[src/rtl/pwts_pkg.sv]
// ============================================================================
// pwts_pkg: shared types and constants of the world-to-screen projector
// Field widths, datapath widths, command and status structures and the codes
// that the controller and the datapath agree on.
// ============================================================================
`default_nettype none

package pwts_pkg;

  // Default number of fraction bits of the fixed point format.
  localparam int FRAC_BITS = 16;

  // Field widths of the channels and the configuration port.
  localparam int COEF_W  = 32;
  localparam int POS_W   = 32;
  localparam int COORD_W = 32;
  localparam int SIZE_W  = 14;
  localparam int IDX_W   = 4;
  localparam int CFG_IDX_W = 2;

  // Coefficient store: rows 0, 1 and 3 of the view matrix, four columns each.
  localparam int NUM_COEF = 12;

  // Internal widths. A dot product of three 32x32 products needs 65 bits;
  // one more keeps the constant column and the screen mapping in range.
  localparam int PROD_W = 64;
  localparam int DOT_W  = 66;

  // Quotient of |c| / w: 42 bits are developed, the ratio is capped at 2^40.
  localparam int QUO_W = 42;
  localparam int RAT_W = 41;
  localparam logic [RAT_W-1:0] RATIO_CAP = RAT_W'(1) << (RAT_W - 1);

  // The ratio times the screen size is formed from two partial products,
  // split at this bit of the ratio.
  localparam int SCALE_SPLIT = 31;

  // Request types.
  localparam logic REQ_LOAD    = 1'b0;
  localparam logic REQ_PROJECT = 1'b1;

  // Configuration register indexes.
  localparam logic [CFG_IDX_W-1:0] CFG_WIDTH  = 2'd0;
  localparam logic [CFG_IDX_W-1:0] CFG_HEIGHT = 2'd1;

  // Screen size after reset.
  localparam logic [SIZE_W-1:0] WIDTH_RST  = 14'd2560;
  localparam logic [SIZE_W-1:0] HEIGHT_RST = 14'd1440;

  // Rows of the clip computation, in store order.
  localparam logic [1:0] ROW_X = 2'd0;
  localparam logic [1:0] ROW_Y = 2'd1;
  localparam logic [1:0] ROW_W = 2'd2;

  // Column of the constant term within a row.
  localparam logic [1:0] COL_CONST = 2'd3;

  // Position operand select.
  localparam logic [1:0] POS_X = 2'd0;
  localparam logic [1:0] POS_Y = 2'd1;
  localparam logic [1:0] POS_Z = 2'd2;

  // Screen axis under work.
  localparam logic AXIS_X = 1'b0;
  localparam logic AXIS_Y = 1'b1;

  typedef enum logic [1:0] {
    MUL_DOT,
    MUL_SCALE_LO,
    MUL_SCALE_HI
  } mul_op_t;

  // Payload of one request transaction.
  typedef struct packed {
    logic                     req_type;
    logic [IDX_W-1:0]         coef_index;
    logic signed [COEF_W-1:0] coef_value;
    logic signed [POS_W-1:0]  pos_x;
    logic signed [POS_W-1:0]  pos_y;
    logic signed [POS_W-1:0]  pos_z;
  } req_t;

  // Commands from the controller to the datapath.
  typedef struct packed {
    logic             capture;
    logic             coef_we;
    logic             acc_clr;
    logic             mul_en;
    mul_op_t          mul_op;
    logic [IDX_W-1:0] coef_sel;
    logic [1:0]       pos_sel;
    logic             row_we;
    logic [1:0]       row_sel;
    logic             div_init;
    logic             div_step;
    logic             axis;
    logic             map_we;
    logic             stage_behind;
    logic             out_load;
  } dp_cmd_t;

  // Status from the datapath to the controller.
  typedef struct packed {
    logic behind;
  } dp_stat_t;

endpackage

`default_nettype wire

[src/rtl/pwts_ctrl.sv]
// ============================================================================
// pwts_ctrl: sequencer of the world-to-screen projector
// Steps the shared multiplier through the three dot products, runs the
// divider and the scaling once per screen axis, and owns the result valid.
// ============================================================================
`default_nettype none

module pwts_ctrl (
  input  logic               clk,
  input  logic               rst_n,
  input  logic               in_valid,
  input  logic               in_req_type,
  output logic               in_ready,
  output logic               out_valid,
  input  logic               out_ready,
  input  pwts_pkg::dp_stat_t stat,
  output pwts_pkg::dp_cmd_t  cmd
);

  localparam int DIV_CNT_W = $clog2(pwts_pkg::QUO_W);
  localparam logic [DIV_CNT_W-1:0] DIV_LAST = DIV_CNT_W'(pwts_pkg::QUO_W - 1);

  typedef enum logic [11:0] {
    S_IDLE    = 12'b0000_0000_0001,
    S_DOT     = 12'b0000_0000_0010,
    S_DRAIN   = 12'b0000_0000_0100,
    S_ROW     = 12'b0000_0000_1000,
    S_CHECK   = 12'b0000_0001_0000,
    S_DIVINIT = 12'b0000_0010_0000,
    S_DIV     = 12'b0000_0100_0000,
    S_SCLO    = 12'b0000_1000_0000,
    S_SCHI    = 12'b0001_0000_0000,
    S_SDRAIN  = 12'b0010_0000_0000,
    S_MAP     = 12'b0100_0000_0000,
    S_DONE    = 12'b1000_0000_0000
  } state_t;

  state_t               state_r, state_nxt;
  logic [1:0]           k_r, k_nxt;
  logic [1:0]           row_r, row_nxt;
  logic [DIV_CNT_W-1:0] cnt_r, cnt_nxt;
  logic                 axis_r, axis_nxt;
  logic                 out_valid_r, out_valid_nxt;
  logic                 in_fire;

  assign in_ready  = (state_r == S_IDLE);
  assign in_fire   = in_valid && in_ready;
  assign out_valid = out_valid_r;

  always_comb begin
    state_nxt = state_r;
    k_nxt     = k_r;
    row_nxt   = row_r;
    cnt_nxt   = cnt_r;
    axis_nxt  = axis_r;

    cmd          = '0;
    cmd.mul_op   = pwts_pkg::MUL_DOT;
    cmd.coef_sel = {row_r, k_r};
    cmd.pos_sel  = k_r;
    cmd.row_sel  = row_r;
    cmd.axis     = axis_r;

    unique case (state_r)
      S_IDLE: begin
        if (in_fire) begin
          if (in_req_type == pwts_pkg::REQ_LOAD) begin
            cmd.coef_we = 1'b1;
          end else begin
            cmd.capture = 1'b1;
            cmd.acc_clr = 1'b1;
            row_nxt     = pwts_pkg::ROW_X;
            k_nxt       = 2'd0;
            state_nxt   = S_DOT;
          end
        end
      end
      S_DOT: begin
        cmd.mul_en = 1'b1;
        k_nxt      = k_r + 2'd1;
        if (k_r == pwts_pkg::POS_Z) begin
          state_nxt = S_DRAIN;
        end
      end
      S_DRAIN: begin
        state_nxt = S_ROW;
      end
      S_ROW: begin
        cmd.coef_sel = {row_r, pwts_pkg::COL_CONST};
        cmd.row_we   = 1'b1;
        cmd.acc_clr  = 1'b1;
        k_nxt        = 2'd0;
        if (row_r == pwts_pkg::ROW_W) begin
          state_nxt = S_CHECK;
        end else begin
          row_nxt   = row_r + 2'd1;
          state_nxt = S_DOT;
        end
      end
      S_CHECK: begin
        if (stat.behind) begin
          cmd.stage_behind = 1'b1;
          state_nxt        = S_DONE;
        end else begin
          axis_nxt  = pwts_pkg::AXIS_X;
          state_nxt = S_DIVINIT;
        end
      end
      S_DIVINIT: begin
        cmd.div_init = 1'b1;
        cmd.acc_clr  = 1'b1;
        cnt_nxt      = '0;
        state_nxt    = S_DIV;
      end
      S_DIV: begin
        cmd.div_step = 1'b1;
        cnt_nxt      = cnt_r + DIV_CNT_W'(1);
        if (cnt_r == DIV_LAST) begin
          state_nxt = S_SCLO;
        end
      end
      S_SCLO: begin
        cmd.mul_en = 1'b1;
        cmd.mul_op = pwts_pkg::MUL_SCALE_LO;
        state_nxt  = S_SCHI;
      end
      S_SCHI: begin
        cmd.mul_en = 1'b1;
        cmd.mul_op = pwts_pkg::MUL_SCALE_HI;
        state_nxt  = S_SDRAIN;
      end
      S_SDRAIN: begin
        state_nxt = S_MAP;
      end
      S_MAP: begin
        cmd.map_we = 1'b1;
        if (axis_r == pwts_pkg::AXIS_X) begin
          axis_nxt  = pwts_pkg::AXIS_Y;
          state_nxt = S_DIVINIT;
        end else begin
          state_nxt = S_DONE;
        end
      end
      S_DONE: begin
        if (!out_valid_r || out_ready) begin
          cmd.out_load = 1'b1;
          state_nxt    = S_IDLE;
        end
      end
      default: begin
        state_nxt = S_IDLE;
      end
    endcase

    out_valid_nxt = out_valid_r;
    if (out_valid_r && out_ready) begin
      out_valid_nxt = 1'b0;
    end
    if (cmd.out_load) begin
      out_valid_nxt = 1'b1;
    end
  end

  always_ff @(posedge clk) begin
    if (!rst_n) begin
      state_r     <= S_IDLE;
      k_r         <= 2'd0;
      row_r       <= pwts_pkg::ROW_X;
      cnt_r       <= '0;
      axis_r      <= pwts_pkg::AXIS_X;
      out_valid_r <= 1'b0;
    end else begin
      state_r     <= state_nxt;
      k_r         <= k_nxt;
      row_r       <= row_nxt;
      cnt_r       <= cnt_nxt;
      axis_r      <= axis_nxt;
      out_valid_r <= out_valid_nxt;
    end
  end

endmodule

`default_nettype wire

[config.mk]
export PLATFORM = sky130hd
export DESIGN_NAME = pwts_ctrl
export DESIGN_NICKNAME = d
export VERILOG_FILES = /design/src/rtl/pwts_pkg.sv /design/src/rtl/pwts_ctrl.sv
export SDC_FILE = /design/constraint.sdc
export NUM_CORES = 1
export LEC_CHECK = 0
export BUFFER_PORTS_ARGS = -buffer_cell sky130_fd_sc_hd__clkbuf_2
export CORE_UTILIZATION = 58
export DETAILED_ROUTE_END_ITERATION = 8
export GPL_TIMING_DRIVEN = 0
export PLACE_DENSITY = 0.83
export REMOVE_ABC_BUFFERS = 1
export SLEW_MARGIN = 10
export SYNTH_ARGS = -nofsm -noshare
export SYNTH_HDL_FRONTEND = slang
export SYNTH_SLANG_ARGS = --single-unit
export TNS_END_PERCENT = 100
[constraint.sdc]
create_clock -name clk -period 4 [get_ports clk]
set_input_delay 0.2 -clock clk [delete_from_list [all_inputs] [get_ports clk]]
set_output_delay 0.2 -clock clk [all_outputs]
set_load 0.01 [all_outputs]
==> results of run 1 <==
-- worst max-delay path: stages (launching register included) --
cell      delay, ns
dfxtp_1        0.42
or4_4          0.59
nor4_1         0.67
or3_1          0.22
clkbuf_2       0.12
-- where the power goes --
group,switching (mW),total (mW),internal (mW)
clock network,0.0761,0.132,0.0558
logic,0.130,0.221,0.0905
registers,0.0265,0.278,0.251
-- stage by stage --
| stage | setup WS [ns] | utilization | hold WS [ns] | total power [mW] | instance area [um2] |
|---|---|---|---|---|---|
| CTS | 1.49 | 0.695 | 0.128 | 0.631 | 1610 |
| finish | 1.45 | 0.695 | 0.133 | 0.630 | 1610 |
| floorplan | 2.00 | - | 0.317 | 0.435 | 1400 |
| global route | 1.39 | 0.695 | 0.132 | 0.671 | 1610 |
| global placement | 1.75 | 0.679 | 0.470 | 0.488 | 1570 |
| detailed placement | 1.64 | 0.679 | 0.483 | 0.501 | 1570 |
-- cell families after synthesis --
group | count (synthesis)
DFF | 24
muxes | 1
and+or+nand+nor | 99
xor gates and xnor gates | 3
AOI/OAI and AO/OA | 31
adders and majority gates | 4
buffers and inverters | 25
-- final timing paths --
| kind | from | endpoint | slack (ns) |
|---|---|---|---|
| hold reg to reg | row_r[1] | row_r[1] | 0.50 |
| setup / recovery | state_r[8] | cmd[18] | 1.45 |
| setup reg to reg | state_r[4] | state_r[1] | 1.53 |
| hold / removal | rst_n | k_r[1] | 0.13 |
-- synthesized netlist by cell type, types with 2 or more instances --
cell type	number
or3_1	2
o21ai_0	7
nand2_1	11
nand3_1	6
dfxtp_1	24
nor2b_1	3
o41ai_1	2
and3_1	2
buf_4	6
nor3b_1	5
or2_2	4
clkbuf_1	6
nor4_2	3
nor4_1	7
nor3_1	4
or3b_1	2
or4_4	2
ha_1	4
xor2_1	2
nand4_1	2
nor4b_1	3
nor2_1	22
inv_1	10
or4_1	4
and2_1	4
a21oi_1	10
nand2b_1	6
buf_2	2
-- metal layers --
| metal | up-vias | part of all wire | track usage |
|---|---|---|---|
| li1 | 702 | - | - |
| met4 | 0 | 0.017 | 0.118 |
| met3 | 7 | 0.055 | 0.0377 |
| met2 | 43 | 0.49 | 0.454 |
| met1 | 653 | 0.44 | 0.330 |
| met5 | - | 0 | 0 |
-- state kept, by name (all words and copies together) (netlist names) --
register   flops
row_r          2
k_r            2
axis_r         1
cnt_r          6
state_r       12
out_valid      1
-- cell type report --
| type | count | area, um2 | share of cell area |
|---|---|---|---|
| clock buffer | 4 | 36.3 | 0.0225 |
| inverter | 10 | 37.5 | 0.0233 |
| multi-input combinational | 138 | 881 | 0.547 |
| sequential | 24 | 480 | 0.298 |
| tap | 28 | 35.0 | 0.0218 |
| timing repair buffer | 28 | 140 | 0.0870 |
==> results.py, run 1 <==
metrics = {
    "timing": {
        "hold_viol": 0,
        "maxSlewViolCount": 0,
        "grt_setup_unrepaired": "no",
        "finClkSkew_ns": 0.00257,
        "fmax_ghz": 0.392,
        "tns_ns": 0,
        "finalSetupViolations": 0,
        "finalCritPeriodShare": 0.638,
        "worst-slew-pin-transition_ns": 0.775,
        "finalCriticalPeriod_ns": 2.55,
        "slew_headroom": 0.479,
    },
    "global_routing": {
        "overflow": 0,
        "grt_pass1_vias": 1208,
        "track_usage": 0.267,
        "grt_pass1_wl_um": 5370,
        "grt_max_degree": 14,
        "grt_antenna_before_repair": 0,
    },
    "min_path": {
        "hold_depth": 2,
        "min_path_type": "primary input to flop",
    },
    "floorplan": {
        "fp-row-count": 17,
        "fp.dieH_um": 52.6,
        "die_area_um2": 2770,
        "die_x_um": 52.6,
        "ios": 29,
        "start_util": 0.642,
        "core_area_um2": 2320,
    },
    "drt": {
        "drcViolationCount": 0,
        "drt-wirelength-per-cell_um": 14.1,
        "drt_wl_total_um": 3270,
        "ant_nets": 0,
        "drtPass1Iterations": 4,
        "detail_route.iter0.violations": 34,
        "vias": 1405,
        "viasPerCell": 6.06,
    },
    "cts": {
        "cts_resized": 0,
        "clk_latency_ns": 0.32,
        "cts_sinks": 24,
        "cts_hold_repair.buffers": 0,
        "root_buffer": "clkbuf_4",
        "clk_pin_slew_ns": 0.13,
        "clock_path_buffers": 2,
        "numCtsBuffers": 3,
        "h-tree-depth": 1,
        "cts_tree": "yes",
        "post_cts_buffers": 0,
    },
    "finish": {
        "num_antenna_cells": 0,
        "final_net_count": 215,
        "fillerInstances": 219,
        "drive_gt1_frac": 0.211,
        "syn2layout_area_growth_pct": 8.24,
        "mostFrequentLayoutCell": "clkbuf_2",
        "final_cell_mix": "28 x clkbuf_2, 24 x dfxtp_1, 22 x nor2_1, 11 x nand2_1",
        "layout.cells.non_filler": 232,
    },
    "yosys": {
        "synthMuxAreaShare": 0.00673,
        "synthCells": 187,
        "yosysTopAreaCell": "dfxtp_1",
        "ys_top_cells_by_area": "dfxtp_1 32%, nor2_1 5.6%, a21oi_1 3.4%",
        "yosys_warnings": 0,
        "synth_xor_area_frac": 0.0177,
        "ys_types": 50,
        "synth_top_family_by_area": "simple AND/OR/NAND/NOR gates",
        "synth-simple-area-share": 0.401,
        "synth.top_cell.area_share": 0.323,
        "synth_seq_cells": 24,
        "syn-mean-instance-area_um2": 7.96,
        "syn_area_um2": 1490,
        "synthAdderAreaFrac": 0.0336,
        "synth_compound_area_frac": 0.133,
        "synthArstFlopShare": 0,
        "synth_edf_count": 0,
        "synth_top_flop_cell": "dfxtp_1",
        "ys_seq_area_frac": 0.323,
    },
    "placed_design": {
        "dpl.hpwl_um": 2510,
        "post-place-cells": 228,
        "gp_congestion": 0.869,
        "portBuffers": 28,
    },
    "critical_path": {
        "worst_setup_path_end_kind": "primary output",
        "cp_max_fo": 8,
        "critPathArrivalTime_ns": 2.35,
        "r2r_cells": 5,
        "crit_required_ns": 3.80,
        "criticalPathCategory": "flop to primary output",
        "startpoint_type": "flop",
    },
    "pwr": {
        "power_density_nw_per_um2": 392,
        "ir_worst_vdd_mv": 0.289,
        "cellLeakagePower_nw": 0.706,
    },
    "flow_run": {
        "cap_violations": 0,
    },
    "run_status": {
        "status": "complete, no violations",
    },
}
No activity file was read; power rests on OpenSTA's default activity.
==> run 2, diff against run 1 <==
--- a/config.mk
+++ b/config.mk
@@ -6,10 +6,10 @@
 export NUM_CORES = 1
 export LEC_CHECK = 0
 export BUFFER_PORTS_ARGS = -buffer_cell sky130_fd_sc_hd__clkbuf_2
-export CORE_UTILIZATION = 58
+export CORE_UTILIZATION = 49
 export DETAILED_ROUTE_END_ITERATION = 8
 export GPL_TIMING_DRIVEN = 0
-export PLACE_DENSITY = 0.83
+export PLACE_DENSITY = 0.75
 export REMOVE_ABC_BUFFERS = 1
 export SLEW_MARGIN = 10
 export SYNTH_ARGS = -nofsm -noshare
==> constraint.sdc (replaced) <==
create_clock -name clk -period 2.1 [get_ports clk]
set_input_delay 0.105 -clock clk [delete_from_list [all_inputs] [get_ports clk]]
set_output_delay 0.105 -clock clk [all_outputs]
set_load 0.01 [all_outputs]
==> run 2 against run 1 <==
Net effect:
- the flow now finishes with violations (DRC, setup timing)
- global-route usage fell by 2.0 points
- clock skew rose by 0.0041 ns
- clock-buffer cell count fell by 1
- setup slack got worse by 1.6 ns
- first-iteration DRC count rose by 85%
- sequential power rose by 87%
- total power rose by 130%
- critical endpoint unchanged
==> results.py, run 2 (synthesis results as in run 1) <==
metrics = {
    "placed_design": {
        "gp_congestion": 0.851,
        "post-place-cells": 231,
        "place_ws_ns": -0.199,
        "portBuffers": 28,
        "dpl.hpwl_um": 2520,
        "placed_area_um2": 1580,
    },
    "finish": {
        "layout.cells.non_filler": 248,
        "design_area_um2": 1880,
        "top_regs": "state_r (12), cnt_r (6)",
        "drive_gt1_frac": 0.382,
        "largest-register": "state_r",
        "num_antenna_cells": 0,
        "syn2layout_area_growth_pct": 26.3,
        "largest_reg_flops": 12,
        "final_cell_mix": "23 x clkbuf_2, 20 x nor2_1, 15 x dfxtp_1, 13 x buf_4, 10 x inv_1",
        "mostFrequentLayoutCell": "clkbuf_2",
        "final_net_count": 228,
    },
    "pwr": {
        "power_density_nw_per_um2": 773,
        "cellLeakagePower_nw": 0.820,
        "ir_worst_vdd_mv": 0.475,
        "total_power_mw": 1.45,
    },
    "flow_run": {
        "cap_violations": 0,
    },
    "critical_path": {
        "criticalPathCategory": "flop to primary output",
        "r2r_start": "state_r[9]",
        "critPathArrivalTime_ns": 2.12,
        "worst_setup_path_end_kind": "primary output",
        "startpoint_type": "flop",
        "crit_path_max_incr_delay_ns": 0.58,
        "crit_start": "state_r[9]",
        "path_cells": "or4_4, or3_4, nor2_4, or3_1, buf_2",
        "critical-path-slowest-cell": "or4_4",
        "cp_max_fo": 4,
        "crit_required_ns": 2.00,
    },
    "timing": {
        "fmax_ghz": 0.450,
        "finalCritPeriodShare": 1.06,
        "maxSlewViolCount": 0,
        "finalSetupViolations": 5,
        "finalCriticalPeriod_ns": 2.22,
        "finClkSkew_ns": 0.00666,
        "grt_setup_unrepaired": "yes",
        "hold_viol": 0,
        "slew_headroom": 0.673,
        "worst-slew-pin-transition_ns": 0.487,
        "worst_slack_ns": -0.123,
    },
    "drt": {
        "ant_nets": 0,
        "viasPerCell": 6.03,
        "drcViolationCount": 6,
        "drt-wirelength-per-cell_um": 15.8,
        "drt_wl_total_um": 3930,
        "vias": 1495,
        "drtPass1Iterations": 6,
        "detail_route.iter0.violations": 63,
    },
    "floorplan": {
        "die_area_um2": 3260,
        "ios": 29,
        "start_util": 0.530,
        "fp-row-count": 19,
        "die_x_um": 57.1,
        "fp.dieH_um": 57.1,
        "core_area_um2": 2810,
    },
    "cts": {
        "cts_hold_repair.buffers": 0,
        "clock_path_buffers": 2,
        "clk_pin_slew_ns": 0.14,
        "root_buffer": "clkbuf_4",
        "numCtsBuffers": 3,
        "cts_sinks": 24,
        "clk_latency_ns": 0.33,
        "cts_tree": "yes",
        "h-tree-depth": 1,
    },
    "global_routing": {
        "grt_pass1_vias": 1388,
        "track_usage": 0.247,
        "grt_max_degree": 15,
        "grt_pass1_wl_um": 6280,
        "grt_antenna_before_repair": 0,
        "overflow": 0,
    },
    "min_path": {
        "min_path_type": "primary input to flop",
        "min_from": "stat",
    },
    "run_status": {
        "violations": "DRC, setup timing",
        "status": "complete, but fails checks",
    },
}
run 2: worst paths after layout:
kind,to,slack (ns),cells past startpoint
worst max-delay path,cmd[18],-0.12,5
worst min register to register,cnt_r[5],0.51,2
worst max register to register,row_r[1],-0.02,4
worst min-delay path,state_r[11],0.04,3
run 2: per-layer routing:
| layer | vias up | global-route usage | wire (um) |
|---|---|---|---|
| met5 | - | 0 | 0 |
| met4 | 0 | 0.0871 | 85 |
| met3 | 10 | 0.0590 | 217 |
| met2 | 55 | 0.417 | 1910 |
| met1 | 701 | 0.310 | 1720 |
| li1 | 729 | - | - |
run 2: area by class of cell:
class | instances | area (um2)
multi-input combinational | 138 | 993
fill | 220 | 926
sequential | 24 | 507
timing repair buffer | 41 | 250
tap | 31 | 38.8
inverter | 10 | 37.5
clock inverter | 1 | 30.0
clock buffer | 3 | 22.5
run 2: timing repair:
action | in CTS | in global routing
pin swaps | 6 | 4
gates resized for setup | 25 | 22
endpoints found under the setup margin | 27 | 28
buffers inserted | 11 | 2
cloned | 0 | 0
run 2: worst max-delay path, delay by kind of cell, from the launching register on:
| family | cells | cell delay (ns) |
|---|---|---|
| and+or+nand+nor | 4 | 1.26 |
| DFF | 1 | 0.39 |
| buffers and inverters | 1 | 0.12 |
run 2: where the power goes:
group / leakage (nW) / switching (mW) / internal, mW
registers: 0.199 / 0.0382 / 0.481
logic: 0.593 / 0.331 / 0.257
clock network: 0.0279 / 0.152 / 0.193
total: 0.820 / 0.521 / 0.932
run 2: stage by stage:
stage / hold slack (ns) / setup TNS, ns / util
floorplan: 0.222 / 0 / -
global placement: 0.394 / -0.942 / 0.562
detailed placement: 0.397 / -1.25 / 0.562
CTS: 0.0446 / -0.269 / 0.636
global route: 0.0393 / -2.47 / 0.670
finish: 0.0416 / -0.447 / 0.670
